### config.mk
export PLATFORM = sky130hd
export DESIGN_NAME = sbm_cell
export DESIGN_NICKNAME = d
export VERILOG_FILES = /design/src/hdl/sbm_pkg.sv /design/src/hdl/sbm_cell.sv
export SDC_FILE = /design/constraint.sdc
export NUM_CORES = 1
export LEC_CHECK = 0
export BUFFER_PORTS_ARGS = -buffer_cell sky130_fd_sc_hd__buf_2
export CORE_UTILIZATION = 35
export DETAILED_ROUTE_END_ITERATION = 16
export GPL_TIMING_DRIVEN = 0
export PLACE_DENSITY = 0.67
export REMOVE_ABC_BUFFERS = 1
export SETUP_SLACK_MARGIN = 0.1
export SYNTH_ARGS = -nofsm -noshare
export SYNTH_HDL_FRONTEND = slang
export SYNTH_SLANG_ARGS = --single-unit
### constraint.sdc
create_clock -name clock -period 5.4 [get_ports clock]
set_input_delay 1.08 -clock clock [delete_from_list [all_inputs] [get_ports clock]]
set_output_delay 1.08 -clock clock [all_outputs]
set_load 0.05 [all_outputs]
### src/hdl/sbm_pkg.sv
// Shared constants, types and helper functions of the SAD stereo disparity block.
package sbm_pkg;

   localparam int MAX_WIDTH     = 1024;
   localparam int MAX_HEIGHT    = 1024;
   localparam int MAX_RADIUS    = 7;
   localparam int MAX_DISPARITY = 64;

   localparam int STORE_ROWS  = 2 * MAX_RADIUS + 1;
   localparam int STORE_DEPTH = STORE_ROWS * MAX_WIDTH;

   localparam int PIX_W     = 8;
   localparam int DISP_W    = 6;
   localparam int CSR_W     = 11;
   localparam int CSR_IDX_W = 2;
   localparam int CW_W      = 11;
   localparam int CH_W      = 11;
   localparam int CR_W      = 3;
   localparam int CD_W      = 7;

   localparam int COL_W  = $clog2(MAX_WIDTH);
   localparam int ROW_W  = $clog2(MAX_HEIGHT);
   localparam int WSZ_W  = COL_W + 1;
   localparam int HSZ_W  = ROW_W + 1;
   localparam int RAD_W  = $clog2(MAX_RADIUS + 1);
   localparam int DCNT_W = $clog2(MAX_DISPARITY + 1);
   localparam int K_W    = $clog2(MAX_DISPARITY);
   localparam int SLOT_W = $clog2(STORE_ROWS);
   localparam int ADDR_W = $clog2(STORE_DEPTH);
   localparam int X_W    = $clog2(MAX_WIDTH + MAX_DISPARITY) + 1;
   localparam int COST_W = $clog2(STORE_ROWS * STORE_ROWS * 255 + 1);

   localparam int COST_PER_TAP = 50;

   typedef enum logic [CSR_IDX_W-1:0] {
      CSR_IMAGE_WIDTH     = 2'd0,
      CSR_IMAGE_HEIGHT    = 2'd1,
      CSR_WINDOW_RADIUS   = 2'd2,
      CSR_DISPARITY_COUNT = 2'd3
   } csr_index_type;

   // Controls broadcast from the sequencer to every cell of the chain.
   typedef struct packed {
      logic             clear;
      logic             accumulate;
      logic             shift_cost;
      logic [PIX_W-1:0] left_pixel;
   } cell_ctrl_type;

   // Tags that travel with a store read through the pipeline.
   typedef struct packed {
      logic active;
      logic rvalid;
      logic luse;
   } issue_type;

   // Cost threshold for a window of side 2*rad+1.
   function automatic logic [COST_W-1:0] cost_limit(input logic [RAD_W-1:0] rad);
      logic [COST_W-1:0] side;
      side = COST_W'({rad, 1'b1});
      return COST_W'(COST_PER_TAP * side * side);
   endfunction

   function automatic logic [PIX_W-1:0] abs_diff(input logic [PIX_W-1:0] a,
                                                 input logic [PIX_W-1:0] b);
      return (a > b) ? (a - b) : (b - a);
   endfunction

endpackage

### src/hdl/sbm_cell.sv
// One disparity cell: holds a delayed right pixel and the running SAD cost.
module sbm_cell import sbm_pkg::*; (
   input  logic                clock,
   input  logic                reset,
   input  cell_ctrl_type       ctrl,
   input  logic [PIX_W-1:0]    prev_pixel,
   input  logic                prev_valid,
   input  logic [COST_W-1:0]   next_cost,
   output logic [PIX_W-1:0]    pixel,
   output logic                valid,
   output logic [COST_W-1:0]   cost
);

   logic [PIX_W-1:0]  pixel_ff;
   logic              valid_ff;
   logic [COST_W-1:0] cost_ff;
   logic [COST_W-1:0] cost_in;

   // The right pixel moves one cell further every cycle.
   always_ff @(posedge clock) begin
      pixel_ff <= prev_pixel;
      if (reset) begin
         valid_ff <= 1'b0;
      end else begin
         valid_ff <= prev_valid;
      end
   end

   // Clear the cost, accumulate the absolute difference, or pass costs toward the picker.
   always_comb begin
      cost_in = cost_ff;
      if (ctrl.clear) begin
         cost_in = '0;
      end else if (ctrl.accumulate && valid_ff) begin
         cost_in = cost_ff + COST_W'(abs_diff(ctrl.left_pixel, pixel_ff));
      end else if (ctrl.shift_cost) begin
         cost_in = next_cost;
      end
   end

   always_ff @(posedge clock) begin
      cost_ff <= cost_in;
   end

   assign pixel = pixel_ff;
   assign valid = valid_ff;
   assign cost  = cost_ff;

endmodule

# Word-level counts from Yosys, hierarchy flattened
# Cells that the tools add are included.
[word_totals]
output_inout_bits = 25
regBits = 25
elab_cells = 12
in_bits = 38
[op_classes]
magnitude_cmp = 1
n_addsub = 3
muxes = 3
n_reduce_logical = 2
[op_table]
columns = ["cell", "n"]
rows = [
  ["$mux 16", 2],
  ["$add 16x8->16", 1],
  ["$sub 8x8->8", 2],
  ["$gt 8x8->1", 1],
  ["$mux 8", 1],
  ["$reduce_bool 2->1", 1],
  ["$logic_and 1x1->1", 1],
]

# Depth between registers and ports, before layout
[logic_depth]
word_depth = 4
ltp_mapped = 17
depth_no_buf = 17

# Least setup slack after synthesis
# Ideal clock, no wire load.
[synth_timing]
path_kind = "input to register"
start = "input ctrl[0] (netlist bit)"
end = "register cost_ff[12] (netlist: cost[12])"
slack_ns = 1.255
stages = 15
arrival_ns = 4.027
required_time_ns = 5.281
setup_ns = 0.119
n_path_buf = 0
cell_sequence = "inv_1 -> ha_1 -> inv_1 -> fa_1 -> nand3_1 -> a21oi_1 -> o21ai_4 -> mux2_2 -> fa_1 -> a21o_1 -> a21oi_1 -> o21ai_2 -> o311ai_0 -> a21oi_1 -> o221a_2"
[synth_between]
elab_chain_len = 4
word_cells_on_any_way = 6
classes_between = "add/sub: 3; order compare: 1; mux: 2"
[synth_lines]
columns = ["element", "line", "source"]
rows = [
  ["start: declaration", "sbm_cell.sv:5", "input cell_ctrl_type ctrl,"],
  ["$sub 8x8->8 / $gt 8x8->1 (equally long branches)", "sbm_pkg.sv:66", "return (a > b) ? (a - b) : (b - a);"],
  ["$mux 8 (*)", "sbm_pkg.sv:66", ""],
  ["$add 16x8->16 (*)", "sbm_cell.sv:35", "cost_in = cost_ff + COST_W'(abs_diff(ctrl.left_pixel, pixel_ff));"],
  ["$mux 16 (*)", "sbm_cell.sv:34", "end else if (ctrl.accumulate && valid_ff) begin"],
  ["end signal: assignment", "sbm_cell.sv:42", "cost_ff <= cost_in;"],
  ["end: declaration", "sbm_cell.sv:16", "logic [COST_W-1:0] cost_ff;"],
]
# Every way passes the cells marked *; elsewhere a longest branch is shown, timed or not.
# A chain may end at the register's enable or synchronous reset.

# Worst setup path in the final report
[layout_timing]
start = "input ctrl[0] (netlist bit)"
end = "register cost_ff[9] (netlist: cost[9])"
# Same word-level chain as after synthesis.

==> impl_metrics.ini <==
[timing]
setup_ws_ps = 1060
worstMarginPinSlew_ps = 650.8
fmax_mhz = 230.4
post-route-period-util = 0.8037
period_needed_ps = 4340
clock-skew-final_ps = 2.580
setup_violations = 0
hold_viol_final = 0
grt_setup_unrepaired = no
final.setup.tns_ps = 0
slew_violations = 0
slew_headroom = 0.5651

[final_layout]
layout-drive-gt1-share = 0.2641
layout_commonest_cell = buf_2
num_antenna_cells = 0
area_growth_pct = 21.12
layout.nets = 351
nFillCells = 544
final_cell_mix = buf_2, ha_1, dfxtp_1
fin_area_mm2 = 0.002390

[logic_synthesis]
ys_types = 44
ys_seq_area_frac = 0.2536
syn-cell-area_mm2 = 0.001973
synth_area_leaders = dfxtp_1, ha_1, mux2i_1
async_flop_share = 0
yosys_register_bits = 25
synth_top_area_frac = 0.2536
synth_edf_count = 0
synth.area.mux_share = 0.07673
avgSynthCellArea_um2 = 8.770
synthAdderAreaFrac = 0.1890
synth_top_family_by_area = compound AO/OA/AOI/OAI gates
synth_compound_area_frac = 0.2473
ys_warn_count = 0
synthFlopType = dfxtp_1
syn_inst = 225
synth_xor_area_frac = 0.04883
synth_top_area_cell = dfxtp_1
synth-simple-area-share = 0.1249

[placement]
dpl_worst_slack_ps = 812.0
dp_hpwl_mm = 3.497
portBuffers = 62
post_dp_cell_area_mm2 = 0.002344
gp_congestion = 0.8524

[critical_path]
crit_required_ps = 5610
critical_path_class = primary input to flip-flop
arrival_ps = 4550
start_kind = primary input
worstPathMaxFanout = 7
r2r_slack_ps = 1640
critPathCaptureType = flip-flop

[drt]
vias = 1835
drt-initial-drc-count = 60
finalWirelength_mm = 4.463
drc_errors = 0
firstDrtPassIters = 4
wl_per_cell_um = 12.61
ant_nets = 0
vias_per_cell = 5.184

[grt]
grt_start_max_net_pins = 22
overflow = 0
grt_pass1_wl_mm = 7.672
grt_usage = 0.1582
first_global_vias = 1720
antenna_found_initial = 0

[clock_network]
post_cts_buffers = 0
cts_tree = yes
ctsLongestPathBuffers = 2
hold_buffers = 0
post_cts_resized = 0
path_clk_slew_ps = 100
cts_sinks = 25
clockRootBuffer = clkbuf_8
insertion_delay_ps = 270
htree_levels = 1
numCtsBuffers = 3

[hold_path]
hp-class = flip-flop to flip-flop

[pwr]
power_w = 0.0006052
ir_worst_vdd_mv = 0.1018
cellPowerDensity_mw_per_mm2 = 253.2
p_leak_nw = 1.201

[floorplanning]
dieArea_mm2 = 0.005942
coreArea_mm2 = 0.005270
ios = 63
start_util = 0.3744
die_y_um = 77.09
rows = 26
die_x_um = 77.09

[outcome]
status = finished clean

[run]
drv_cap = 0
==> metal layers <==
metal | wire, um | global-route usage | vias up
met2 | 2163 | 0.2732 | 37
met1 | 2110 | 0.2032 | 870
met3 | 150 | 0.02500 | 2
li1 | - | - | 926
met4 | 38 | 0.04151 | 0
met5 | 0 | 0 | -
==> cell families (layout without fill, tap and decap cells) <==
kind of cell | after synthesis | after routing
DFF | 25 | 25
adders and majority gates | 28 | 28
xor gates and xnor gates | 11 | 11
buffers and inverters | 31 | 90
muxes | 15 | 15
and+or+nand+nor | 51 | 51
AOI/OAI and AO/OA | 64 | 64
==> final cells by class <==
| class | instances | area (um^2) | share of cell area |
|---|---|---|---|
| inverter | 24 | 90.09 | 0.03770 |
| sequential | 25 | 500.5 | 0.2094 |
| clock inverter | 1 | 5.005 | 0.002094 |
| multi-input combinational | 169 | 1355 | 0.5670 |
| timing repair buffer | 62 | 310.3 | 0.1298 |
| clock buffer | 3 | 41.29 | 0.01728 |
| tap | 70 | 87.58 | 0.03665 |
==> flip-flops by register name, summed over array words and instances (netlist names) <==
register and flops:
cost 16, valid 1, pixel 8
==> stage by stage <==
step,cells,hold WS (ps),utilization
2_1_floorplan,218,726.8,-
3_3_place_gp,350,505.1,0.4447
3_5_place_dp,350,518.9,0.4447
4_1_cts,354,533.3,0.4535
5_1_grt,354,568.2,0.4535
6_report,354,527.1,0.4535
==> final timing paths <==
check             cells past startpoint       end     start
setup / recovery                     18   cost[9]   ctrl[0]
hold / removal                        2  cost[15]  cost[15]
setup reg to reg                     16   cost[9]  pixel[0]
hold reg to reg                       2  cost[15]  cost[15]
==> Yosys cell counts (all sizes together), types with 5 or more instances <==
library cell	instances
a211oi	9
a21oi	19
clkbuf	5
dfxtp	25
ha	25
inv	24
mux2i	14
nand2	14
nand3	6
nor2	14
o21ai	6
o21bai	6
xnor2	6
xor2	5
==> where the power goes <==
| group | internal, W | switching [W] | total, W |
|---|---|---|---|
| sequential | 0.000198 | 0.0000121 | 0.000210 |
| clock | 0.0000517 | 0.0000664 | 0.000118 |
| combinational | 0.000107 | 0.000171 | 0.000277 |
| total | 0.000356 | 0.000249 | 0.000605 |
==> worst max-delay path: stages <==
cell and delay, ps:
buf_2 110, inv_1 50, ha_1 130, inv_1 60
fa_1 380, nand3_1 100, a21oi_1 100, o21ai_4 310
mux2i_1 330, o221ai_1 170, xnor2_1 240, ha_1 330
nand3_1 110, nand2_1 80, a221oi_2 390, nor2_1 150
a211o_1 330, a21oi_1 110
Note: power is estimated with default switching activity, not from simulation.
